==> config.mk <==
export PLATFORM = sky130hd
export DESIGN_NAME = sorted_circular_queue_top
export DESIGN_NICKNAME = d
export VERILOG_FILES = /design/src/design/scq_pkg.sv /design/src/design/scq_ram.sv /design/src/design/scq_ctrl.sv /design/src/design/scq_dp.sv /design/src/design/sorted_circular_queue_top.sv
export SDC_FILE = /design/constraint.sdc
export NUM_CORES = 1
export LEC_CHECK = 0
export ABC_AREA = 1
export BUFFER_PORTS_ARGS = -buffer_cell sky130_fd_sc_hd__buf_2
export CAP_MARGIN = 15
export CORE_MARGIN = 1
export CORE_UTILIZATION = 55
export DETAILED_ROUTE_END_ITERATION = 16
export PLACE_DENSITY = 0.82
export REMOVE_ABC_BUFFERS = 1
export SLEW_MARGIN = 20
export SYNTH_ARGS = -nofsm -noshare
export SYNTH_HDL_FRONTEND = slang
export SYNTH_SLANG_ARGS = --single-unit
==> constraint.sdc <==
create_clock -name clk -period 14.97 [get_ports clk]
set_clock_uncertainty 0.15 [all_clocks]
set_input_delay 2.2455 -clock clk [delete_from_list [all_inputs] [get_ports clk]]
set_output_delay 2.2455 -clock clk [all_outputs]
set_load 0.01 [all_outputs]
==> src/design/scq_pkg.sv <==
package scq_pkg;

	localparam int unsigned CAPACITY_DEF = 8;
	localparam int unsigned VAL_W        = 32;
	localparam int unsigned OP_W         = 2;
	localparam int unsigned OCC_W        = 4;

	typedef enum logic [OP_W-1:0] {
		OP_APPEND = 2'd0,
		OP_INSERT = 2'd1,
		OP_REMOVE = 2'd2,
		OP_SEARCH = 2'd3
	} op_t;

	typedef enum logic [3:0] {
		ST_IDLE,
		ST_DECIDE,
		ST_REM_WAIT,
		ST_SCAN_RD,
		ST_SCAN_CMP,
		ST_SH_RD,
		ST_SH_WR,
		ST_PUT,
		ST_DONE
	} state_t;

	typedef enum logic [3:0] {
		CMD_NONE,
		CMD_LATCH,
		CMD_APPEND,
		CMD_INS_FIRST,
		CMD_REM_ONE,
		CMD_REM_RD,
		CMD_REM_FIN,
		CMD_SCAN_INIT,
		CMD_SCAN_RD,
		CMD_SCAN_NEXT,
		CMD_HIT,
		CMD_POS_HERE,
		CMD_POS_REAR,
		CMD_SH_RD,
		CMD_SH_WR,
		CMD_PUT
	} cmd_code_t;

	typedef struct packed {
		cmd_code_t code;
		logic      load_out;
	} dp_cmd_t;

	typedef struct packed {
		op_t  op;
		logic empty;
		logic full;
		logic last_one;
		logic gt;
		logic eq;
		logic scan_last;
		logic shift_last;
		logic out_free;
	} dp_stat_t;

endpackage

==> src/design/scq_ram.sv <==
module scq_ram #(
	parameter int unsigned WIDTH = 32,
	parameter int unsigned DEPTH = 8
) (
	input  logic                     clk,
	input  logic                     we,
	input  logic [$clog2(DEPTH)-1:0] waddr,
	input  logic [WIDTH-1:0]         wdata,
	input  logic [$clog2(DEPTH)-1:0] raddr,
	output logic [WIDTH-1:0]         rdata
);

	logic [WIDTH-1:0] mem_q [DEPTH];

	always_ff @(posedge clk) begin
		if (we) begin
			mem_q[waddr] <= wdata;
		end
		rdata <= mem_q[raddr];
	end

endmodule

==> src/design/scq_ctrl.sv <==
module scq_ctrl (
	input  logic              clk,
	input  logic              arst_n,
	input  logic              in_valid,
	output logic              in_ready,
	input  scq_pkg::dp_stat_t stat,
	output scq_pkg::dp_cmd_t  cmd
);
	import scq_pkg::*;

	state_t state_q;
	state_t state_d;

	always_ff @(posedge clk or negedge arst_n) begin
		if (!arst_n) begin
			state_q <= ST_IDLE;
		end else begin
			state_q <= state_d;
		end
	end

	always_comb begin
		state_d = state_q;
		unique case (state_q)
			ST_IDLE: begin
				if (in_valid) state_d = ST_DECIDE;
			end
			ST_DECIDE: begin
				unique case (stat.op)
					OP_APPEND: state_d = ST_DONE;
					OP_INSERT: state_d = (stat.full || stat.empty) ? ST_DONE : ST_SCAN_RD;
					OP_REMOVE: state_d = (stat.empty || stat.last_one) ? ST_DONE : ST_REM_WAIT;
					OP_SEARCH: state_d = stat.empty ? ST_DONE : ST_SCAN_RD;
					default:   state_d = ST_DONE;
				endcase
			end
			ST_REM_WAIT: state_d = ST_DONE;
			ST_SCAN_RD:  state_d = ST_SCAN_CMP;
			ST_SCAN_CMP: begin
				if (stat.op == OP_SEARCH) begin
					state_d = (stat.eq || stat.scan_last) ? ST_DONE : ST_SCAN_RD;
				end else if (stat.gt) begin
					state_d = ST_SH_RD;
				end else if (stat.scan_last) begin
					state_d = ST_PUT;
				end else begin
					state_d = ST_SCAN_RD;
				end
			end
			ST_SH_RD: state_d = ST_SH_WR;
			ST_SH_WR: state_d = stat.shift_last ? ST_PUT : ST_SH_RD;
			ST_PUT:   state_d = ST_DONE;
			ST_DONE: begin
				if (stat.out_free) state_d = ST_IDLE;
			end
			default: state_d = ST_IDLE;
		endcase
	end

	always_comb begin
		in_ready     = 1'b0;
		cmd.code     = CMD_NONE;
		cmd.load_out = 1'b0;
		unique case (state_q)
			ST_IDLE: begin
				in_ready = 1'b1;
				if (in_valid) cmd.code = CMD_LATCH;
			end
			ST_DECIDE: begin
				unique case (stat.op)
					OP_APPEND: cmd.code = stat.full ? CMD_NONE : CMD_APPEND;
					OP_INSERT: begin
						if (stat.full) cmd.code = CMD_NONE;
						else if (stat.empty) cmd.code = CMD_INS_FIRST;
						else cmd.code = CMD_SCAN_INIT;
					end
					OP_REMOVE: begin
						if (stat.empty) cmd.code = CMD_NONE;
						else if (stat.last_one) cmd.code = CMD_REM_ONE;
						else cmd.code = CMD_REM_RD;
					end
					OP_SEARCH: cmd.code = stat.empty ? CMD_NONE : CMD_SCAN_INIT;
					default:   cmd.code = CMD_NONE;
				endcase
			end
			ST_REM_WAIT: cmd.code = CMD_REM_FIN;
			ST_SCAN_RD:  cmd.code = CMD_SCAN_RD;
			ST_SCAN_CMP: begin
				if (stat.op == OP_SEARCH) begin
					if (stat.eq) cmd.code = CMD_HIT;
					else if (!stat.scan_last) cmd.code = CMD_SCAN_NEXT;
					else cmd.code = CMD_NONE;
				end else if (stat.gt) begin
					cmd.code = CMD_POS_HERE;
				end else if (stat.scan_last) begin
					cmd.code = CMD_POS_REAR;
				end else begin
					cmd.code = CMD_SCAN_NEXT;
				end
			end
			ST_SH_RD: cmd.code = CMD_SH_RD;
			ST_SH_WR: cmd.code = CMD_SH_WR;
			ST_PUT:   cmd.code = CMD_PUT;
			ST_DONE:  cmd.load_out = stat.out_free;
			default:  cmd.code = CMD_NONE;
		endcase
	end

endmodule

==> src/design/scq_dp.sv <==
module scq_dp #(
	parameter int unsigned CAPACITY = scq_pkg::CAPACITY_DEF
) (
	input  logic                              clk,
	input  logic                              arst_n,
	input  logic [scq_pkg::OP_W-1:0]          opcode,
	input  logic signed [scq_pkg::VAL_W-1:0]  value,
	input  scq_pkg::dp_cmd_t                  cmd,
	output scq_pkg::dp_stat_t                 stat,
	output logic                              out_valid,
	input  logic                              out_ready,
	output logic                              accepted,
	output logic                              found,
	output logic signed [scq_pkg::VAL_W-1:0]  front_value,
	output logic signed [scq_pkg::VAL_W-1:0]  rear_value,
	output logic [scq_pkg::OCC_W-1:0]         occupancy,
	output logic                              is_empty,
	output logic                              is_full
);
	import scq_pkg::*;

	localparam int unsigned AW = $clog2(CAPACITY);
	localparam int unsigned CW = $clog2(CAPACITY + 1);

	logic [AW-1:0]           head_q;
	logic [CW-1:0]           count_q;
	logic [CW-1:0]           idx_q;
	logic [CW-1:0]           pos_q;
	op_t                     op_q;
	logic signed [VAL_W-1:0] val_q;
	logic signed [VAL_W-1:0] front_q;
	logic signed [VAL_W-1:0] rear_q;
	logic                    acc_q;
	logic                    found_q;
	logic                    out_valid_q;

	logic                    we;
	logic [AW-1:0]           waddr;
	logic [VAL_W-1:0]        wdata;
	logic [AW-1:0]           raddr;
	logic [VAL_W-1:0]        rdata;
	logic                    empty;
	logic                    full;

	function automatic logic [AW-1:0] slot(input logic [AW-1:0] head, input logic [CW-1:0] off);
		logic [CW:0] sum;
		sum = (CW+1)'(head) + (CW+1)'(off);
		if (sum >= (CW+1)'(CAPACITY)) sum = sum - (CW+1)'(CAPACITY);
		return sum[AW-1:0];
	endfunction

	assign empty = (count_q == '0);
	assign full  = (count_q == CW'(CAPACITY));

	scq_ram #(
		.WIDTH(VAL_W),
		.DEPTH(CAPACITY)
	) u_ram (
		.clk  (clk),
		.we   (we),
		.waddr(waddr),
		.wdata(wdata),
		.raddr(raddr),
		.rdata(rdata)
	);

	// ring port selection
	always_comb begin
		we    = 1'b0;
		waddr = slot(head_q, count_q);
		wdata = val_q;
		raddr = slot(head_q, idx_q);
		unique case (cmd.code)
			CMD_APPEND:    we = 1'b1;
			CMD_INS_FIRST: begin
				we    = 1'b1;
				waddr = head_q;
			end
			CMD_REM_RD: raddr = slot(head_q, CW'(1));
			CMD_SH_RD:  raddr = slot(head_q, idx_q - CW'(1));
			CMD_SH_WR: begin
				we    = 1'b1;
				waddr = slot(head_q, idx_q);
				wdata = rdata;
			end
			CMD_PUT: begin
				we    = 1'b1;
				waddr = slot(head_q, pos_q);
			end
			default: we = 1'b0;
		endcase
	end

	always_comb begin
		stat.op         = op_q;
		stat.empty      = empty;
		stat.full       = full;
		stat.last_one   = (count_q == CW'(1));
		stat.gt         = ($signed(rdata) > val_q);
		stat.eq         = (rdata == val_q);
		stat.scan_last  = ((idx_q + CW'(1)) == count_q);
		stat.shift_last = (idx_q == (pos_q + CW'(1)));
		stat.out_free   = !out_valid_q || out_ready;
	end

	always_ff @(posedge clk or negedge arst_n) begin
		if (!arst_n) begin
			head_q      <= '0;
			count_q     <= '0;
			out_valid_q <= 1'b0;
		end else begin
			unique case (cmd.code)
				CMD_APPEND, CMD_INS_FIRST, CMD_PUT: count_q <= count_q + CW'(1);
				CMD_REM_ONE, CMD_REM_FIN: begin
					head_q  <= slot(head_q, CW'(1));
					count_q <= count_q - CW'(1);
				end
				default: count_q <= count_q;
			endcase
			if (cmd.load_out) out_valid_q <= 1'b1;
			else if (out_ready) out_valid_q <= 1'b0;
		end
	end

	always_ff @(posedge clk) begin
		case (cmd.code)
			CMD_LATCH: begin
				op_q    <= op_t'(opcode);
				val_q   <= value;
				acc_q   <= 1'b0;
				found_q <= 1'b0;
			end
			CMD_APPEND: begin
				acc_q  <= 1'b1;
				rear_q <= val_q;
				if (empty) front_q <= val_q;
			end
			CMD_INS_FIRST: begin
				acc_q   <= 1'b1;
				front_q <= val_q;
				rear_q  <= val_q;
			end
			CMD_REM_ONE, CMD_REM_RD: acc_q <= 1'b1;
			CMD_REM_FIN: front_q <= rdata;
			CMD_SCAN_INIT: begin
				acc_q <= 1'b1;
				idx_q <= '0;
			end
			CMD_SCAN_NEXT: idx_q <= idx_q + CW'(1);
			CMD_HIT:       found_q <= 1'b1;
			CMD_POS_HERE: begin
				pos_q <= idx_q;
				idx_q <= count_q;
			end
			CMD_POS_REAR: pos_q <= count_q;
			CMD_SH_WR:    idx_q <= idx_q - CW'(1);
			CMD_PUT: begin
				if (pos_q == '0) front_q <= val_q;
				if (pos_q == count_q) rear_q <= val_q;
			end
			default: idx_q <= idx_q;
		endcase
		if (cmd.load_out) begin
			accepted    <= acc_q;
			found       <= found_q;
			front_value <= empty ? '0 : front_q;
			rear_value  <= empty ? '0 : rear_q;
			occupancy   <= OCC_W'(count_q);
			is_empty    <= empty;
			is_full     <= full;
		end
	end

	assign out_valid = out_valid_q;

endmodule

==> src/design/sorted_circular_queue_top.sv <==
// channel | direction | handshake           | beat
// in      | in        | in_valid/in_ready   | opcode, value
// out     | out       | out_valid/out_ready | accepted, found, front/rear_value, occupancy, flags
//
// input beat to result beat: append, refused ops, insert into an empty queue and removing the
// last entry pass IDLE, DECIDE, DONE; other removes add REM_WAIT; search adds SCAN_RD, SCAN_CMP
// per entry compared; sorted insert scans, then SH_RD, SH_WR per moved ring entry, then PUT
// arst_n clears head, count and the result valid flag; ring contents start unknown
// a new beat is taken while a result waits; a stalled result holds the next one back
module sorted_circular_queue_top #(
	parameter int unsigned CAPACITY = scq_pkg::CAPACITY_DEF
) (
	input  logic                              clk,
	input  logic                              arst_n,
	input  logic                              in_valid,
	output logic                              in_ready,
	input  logic [scq_pkg::OP_W-1:0]          opcode,
	input  logic signed [scq_pkg::VAL_W-1:0]  value,
	output logic                              out_valid,
	input  logic                              out_ready,
	output logic                              accepted,
	output logic                              found,
	output logic signed [scq_pkg::VAL_W-1:0]  front_value,
	output logic signed [scq_pkg::VAL_W-1:0]  rear_value,
	output logic [scq_pkg::OCC_W-1:0]         occupancy,
	output logic                              is_empty,
	output logic                              is_full
);
	import scq_pkg::*;

	dp_cmd_t  cmd;
	dp_stat_t stat;

	scq_ctrl u_ctrl (
		.clk     (clk),
		.arst_n  (arst_n),
		.in_valid(in_valid),
		.in_ready(in_ready),
		.stat    (stat),
		.cmd     (cmd)
	);

	scq_dp #(
		.CAPACITY(CAPACITY)
	) u_dp (
		.clk        (clk),
		.arst_n     (arst_n),
		.opcode     (opcode),
		.value      (value),
		.cmd        (cmd),
		.stat       (stat),
		.out_valid  (out_valid),
		.out_ready  (out_ready),
		.accepted   (accepted),
		.found      (found),
		.front_value(front_value),
		.rear_value (rear_value),
		.occupancy  (occupancy),
		.is_empty   (is_empty),
		.is_full    (is_full)
	);

endmodule

==> impl_metrics.tcl <==
set metrics [dict create \
    pre_cts_slack_ps 9143 \
    root_buffer "clkbuf_16" \
    hp-class "flop to flop" \
    hold_violations 0 \
    synth.ff_latch_count 480 \
    status "finished clean" \
    grt_pass1_wl_um 73860 \
    holdPathEnd "u_dp.found$_DFFE_PP_" \
    num_rows 72 \
    hold_path_depth 0 \
    clkTransAtPathRegs_ps 60 \
    antenna_found_initial 1 \
    synth_top_area_cell "edfxtp_1" \
    end_kind "flop" \
    slew_viol_final 0 \
    worst_hold_slack_ps 267.0 \
    cts_resized 0 \
    first_global_vias 14223 \
    port_buffers 111 \
    drive_gt1_frac 0.1468 \
    timing.fmax_ghz 0.1828 \
    routed_wirelength_um 46900 \
    regToRegSetupSlack_ps 9500 \
    drc_errors 0 \
    critical-path-max-stage-delay_ps 940 \
    clock_sinks 480 \
    wl_per_cell_um 17.43 \
    instances_no_fill 2691 \
    ys_top_cells_by_area "edfxtp_1 60%, nand2_1 7.5%, inv_1 7.0%" \
    worstSetupPathType "flop to flop" \
    die_area_um2 40470 \
    hpwlAfterDp_um 27450 \
    synth_edf_count 436 \
    tightestPinTransition_ps 1131 \
    critPathLaunchType "flop" \
    synth.avg_cell_area_um2 10.70 \
    worstPathCellList "inv_1 > ha_1 > nand4_1 > nor2_1 > nand3b_1 > nor2_1 > inv_2 > nand3_2 > nand3_2 > nand4_2 > nand4_4 > nand2_4 > buf_4 > nand2_1 > nand3_2 > nand2_1 > nand2_1 > nand2_1" \
    postCtsSetupBuffers 0 \
    cts_buffer_depth 3 \
    timing.rr.end "u_dp.u_ram.rdata[4]$_DFF_P_" \
    antennaDiodeCount 0 \
    hold_buffers 0 \
    die_w_um 201.2 \
    reg2reg_from "u_dp.val_q[15]$_DFFE_PP_" \
    rsz0062_at_grt "no" \
    ys_types 51 \
    start_util 0.5606 \
    cts_tree "done" \
    clkLatencyLatePin_ps 570 \
    powerDensity_nw_per_um2 250.3 \
    synth_top_flop_cell "edfxtp_1" \
    cp_common_cell "nand2_1" \
    layout.nets 2220 \
    antenna_left 0 \
    crit_required_ps 15270 \
    synth_seq_area_share 0.6433 \
    post-route-period-util 0.3655 \
    top_usage_layer "met2" \
    drv_cap 0 \
    grt_max_degree 101 \
    grt.met1_usage 0.2929 \
    fin_area_um2 24210 \
    ys_warn_count 0 \
    num_io_pins 112 \
    holdCritStartpoint "u_dp.found_q$_DFFE_PP_" \
    die_h_um 201.2 \
    place_area_um2 22640 \
    h-tree-depth 2 \
    nFillCells 2868 \
    arrival_ps 5770 \
    gp_congestion 0.8688 \
    synth_top_area_share 0.6001 \
    leakagePower_nw 10.53 \
    path_delay_family "simple AND/OR/NAND/NOR gates" \
    track_usage 0.2337 \
    finalWorstSetupSlack_ps 9499 \
    drt_iter0_drc 1425 \
    gr-total-overflow 0 \
    dp_cells 2604 \
    area_growth_pct 10.99 \
    cp_slowest_cell "buf_4" \
    cts_buffers 48 \
    vias_per_cell 5.326 \
    critPathBufInv 3 \
    finalSetupViolCount 0 \
    met2_usage 0.4016 \
    max-slew-margin-rel 0.2461 \
    num_vias 14331 \
    syn_area_um2 21820 \
    coreArea_um2 38920 \
    drt_first_pass_iters 5 \
    tns_ps 0 \
    worstPathMaxFanout 100 \
    fin_crit_ps 5471 \
    power.ir.vdd_worst_v 0.0002480 \
    globalRouteMet3Util 0.03725 \
    syn_inst 2038 \
    ys_async_sr_fraction 0.02500 \
    ff2ff_path_depth 18 \
]
[cell families after synthesis]
kind of cell / synth area share
compound gates: 0.03413
xor+xnor: 0.01153
fa+ha+maj: 0.02741
buf+inv: 0.09956
flops: 0.6433
simple gates: 0.1841
[Yosys cell counts (3+ instances only)]
master / count
fa_1: 3
nand3_2: 63
buf_4: 8
dfxtp_1: 32
xor2_1: 15
dfrtp_1: 12
inv_2: 8
nand4_1: 4
o22ai_1: 4
o211ai_1: 3
nor2_1: 107
nor3_1: 4
ha_1: 43
buf_2: 34
buf_12: 7
edfxtp_1: 436
o21ai_0: 83
inv_1: 404
nand2_1: 433
buf_1: 3
nand2_2: 14
a21oi_1: 22
clkbuf_1: 18
xnor2_1: 10
o31ai_1: 5
buf_6: 14
nand3_1: 216
[routing by layer]
metal	up-vias	share of wire
li1	6798	-
met1	6771	0.39
met2	647	0.49
met3	113	0.081
met4	2	0.035
met5	-	0.00021
[sequential cells by signal (all words and copies together), names as in the netlist, 32 cells and up]
name	cells
u_dp.front_q	32
u_dp.front_value	32
u_dp.rear_q	32
u_dp.rear_value	32
u_dp.u_ram.mem_q	256
u_dp.u_ram.rdata	32
u_dp.val_q	32
[power by group]
group	total, W	switching, W	internal, W	leakage (nW)
Sequential	0.00218	0.000158	0.00203	4.39
Combinational	0.00268	0.00190	0.000782	5.38
Clock	0.00120	0.000496	0.000700	0.758
[placed cells by master, fill, tap and decap left out, drive strengths merged, types with 2 or more instances in the layout]
cell type / netlist / layout
a21o: 2 / 2
a21oi: 24 / 24
buf: 67 / 133
bufinv: 0 / 5
clkbuf: 18 / 63
clkinv: 1 / 14
clkinvlp: 0 / 4
dfrtp: 12 / 12
dfxtp: 32 / 32
edfxtp: 436 / 436
fa: 3 / 3
ha: 43 / 43
inv: 412 / 414
nand2: 449 / 449
nand2b: 2 / 2
nand3: 279 / 279
nand4: 6 / 6
nor2: 110 / 110
nor3: 6 / 6
o211ai: 3 / 3
o21a: 2 / 2
o21ai: 85 / 85
o22ai: 4 / 4
o31ai: 5 / 5
or2: 3 / 3
xnor2: 11 / 11
xor2: 16 / 16
[cell type report]
type	instances	area [um^2]	area share
well taps	518	648.1	0.02677
clock buffers	63	1299	0.05364
flip-flops and latches	480	14030	0.5796
clock inverters	24	271.5	0.01121
repair buffers	133	720.7	0.02976
multi-input cells	1060	5690	0.2350
inverters	413	1550	0.06402
[worst max path at each step]
stage | cells past startpoint | startpoint | slack (ps) | endpoint
after floorplan | 11 | in_valid | 7910 | u_dp.u_ram.rdata[10]$_DFF_P_
after global placement | 13 | in_valid | 9270 | u_dp.u_ram.rdata[7]$_DFF_P_
after detailed placement | 13 | in_valid | 9140 | u_dp.u_ram.rdata[4]$_DFF_P_
after CTS | 18 | u_dp.val_q[15]$_DFFE_PP_ | 9560 | u_dp.u_ram.rdata[10]$_DFF_P_
after global routing | 18 | u_dp.val_q[15]$_DFFE_PP_ | 9140 | u_dp.u_ram.rdata[3]$_DFF_P_
final | 18 | u_dp.val_q[15]$_DFFE_PP_ | 9500 | u_dp.u_ram.rdata[4]$_DFF_P_
[stage by stage]
stage / power, W / utilization
2_1_floorplan: 0.004045 / -
4_1_cts: 0.006053 / 0.6222
6_report: 0.006061 / 0.6222
3_3_place_gp: 0.004715 / 0.5818
3_5_place_dp: 0.004839 / 0.5818
5_1_grt: 0.006452 / 0.6222
No activity file was read; power rests on OpenSTA's default activity.
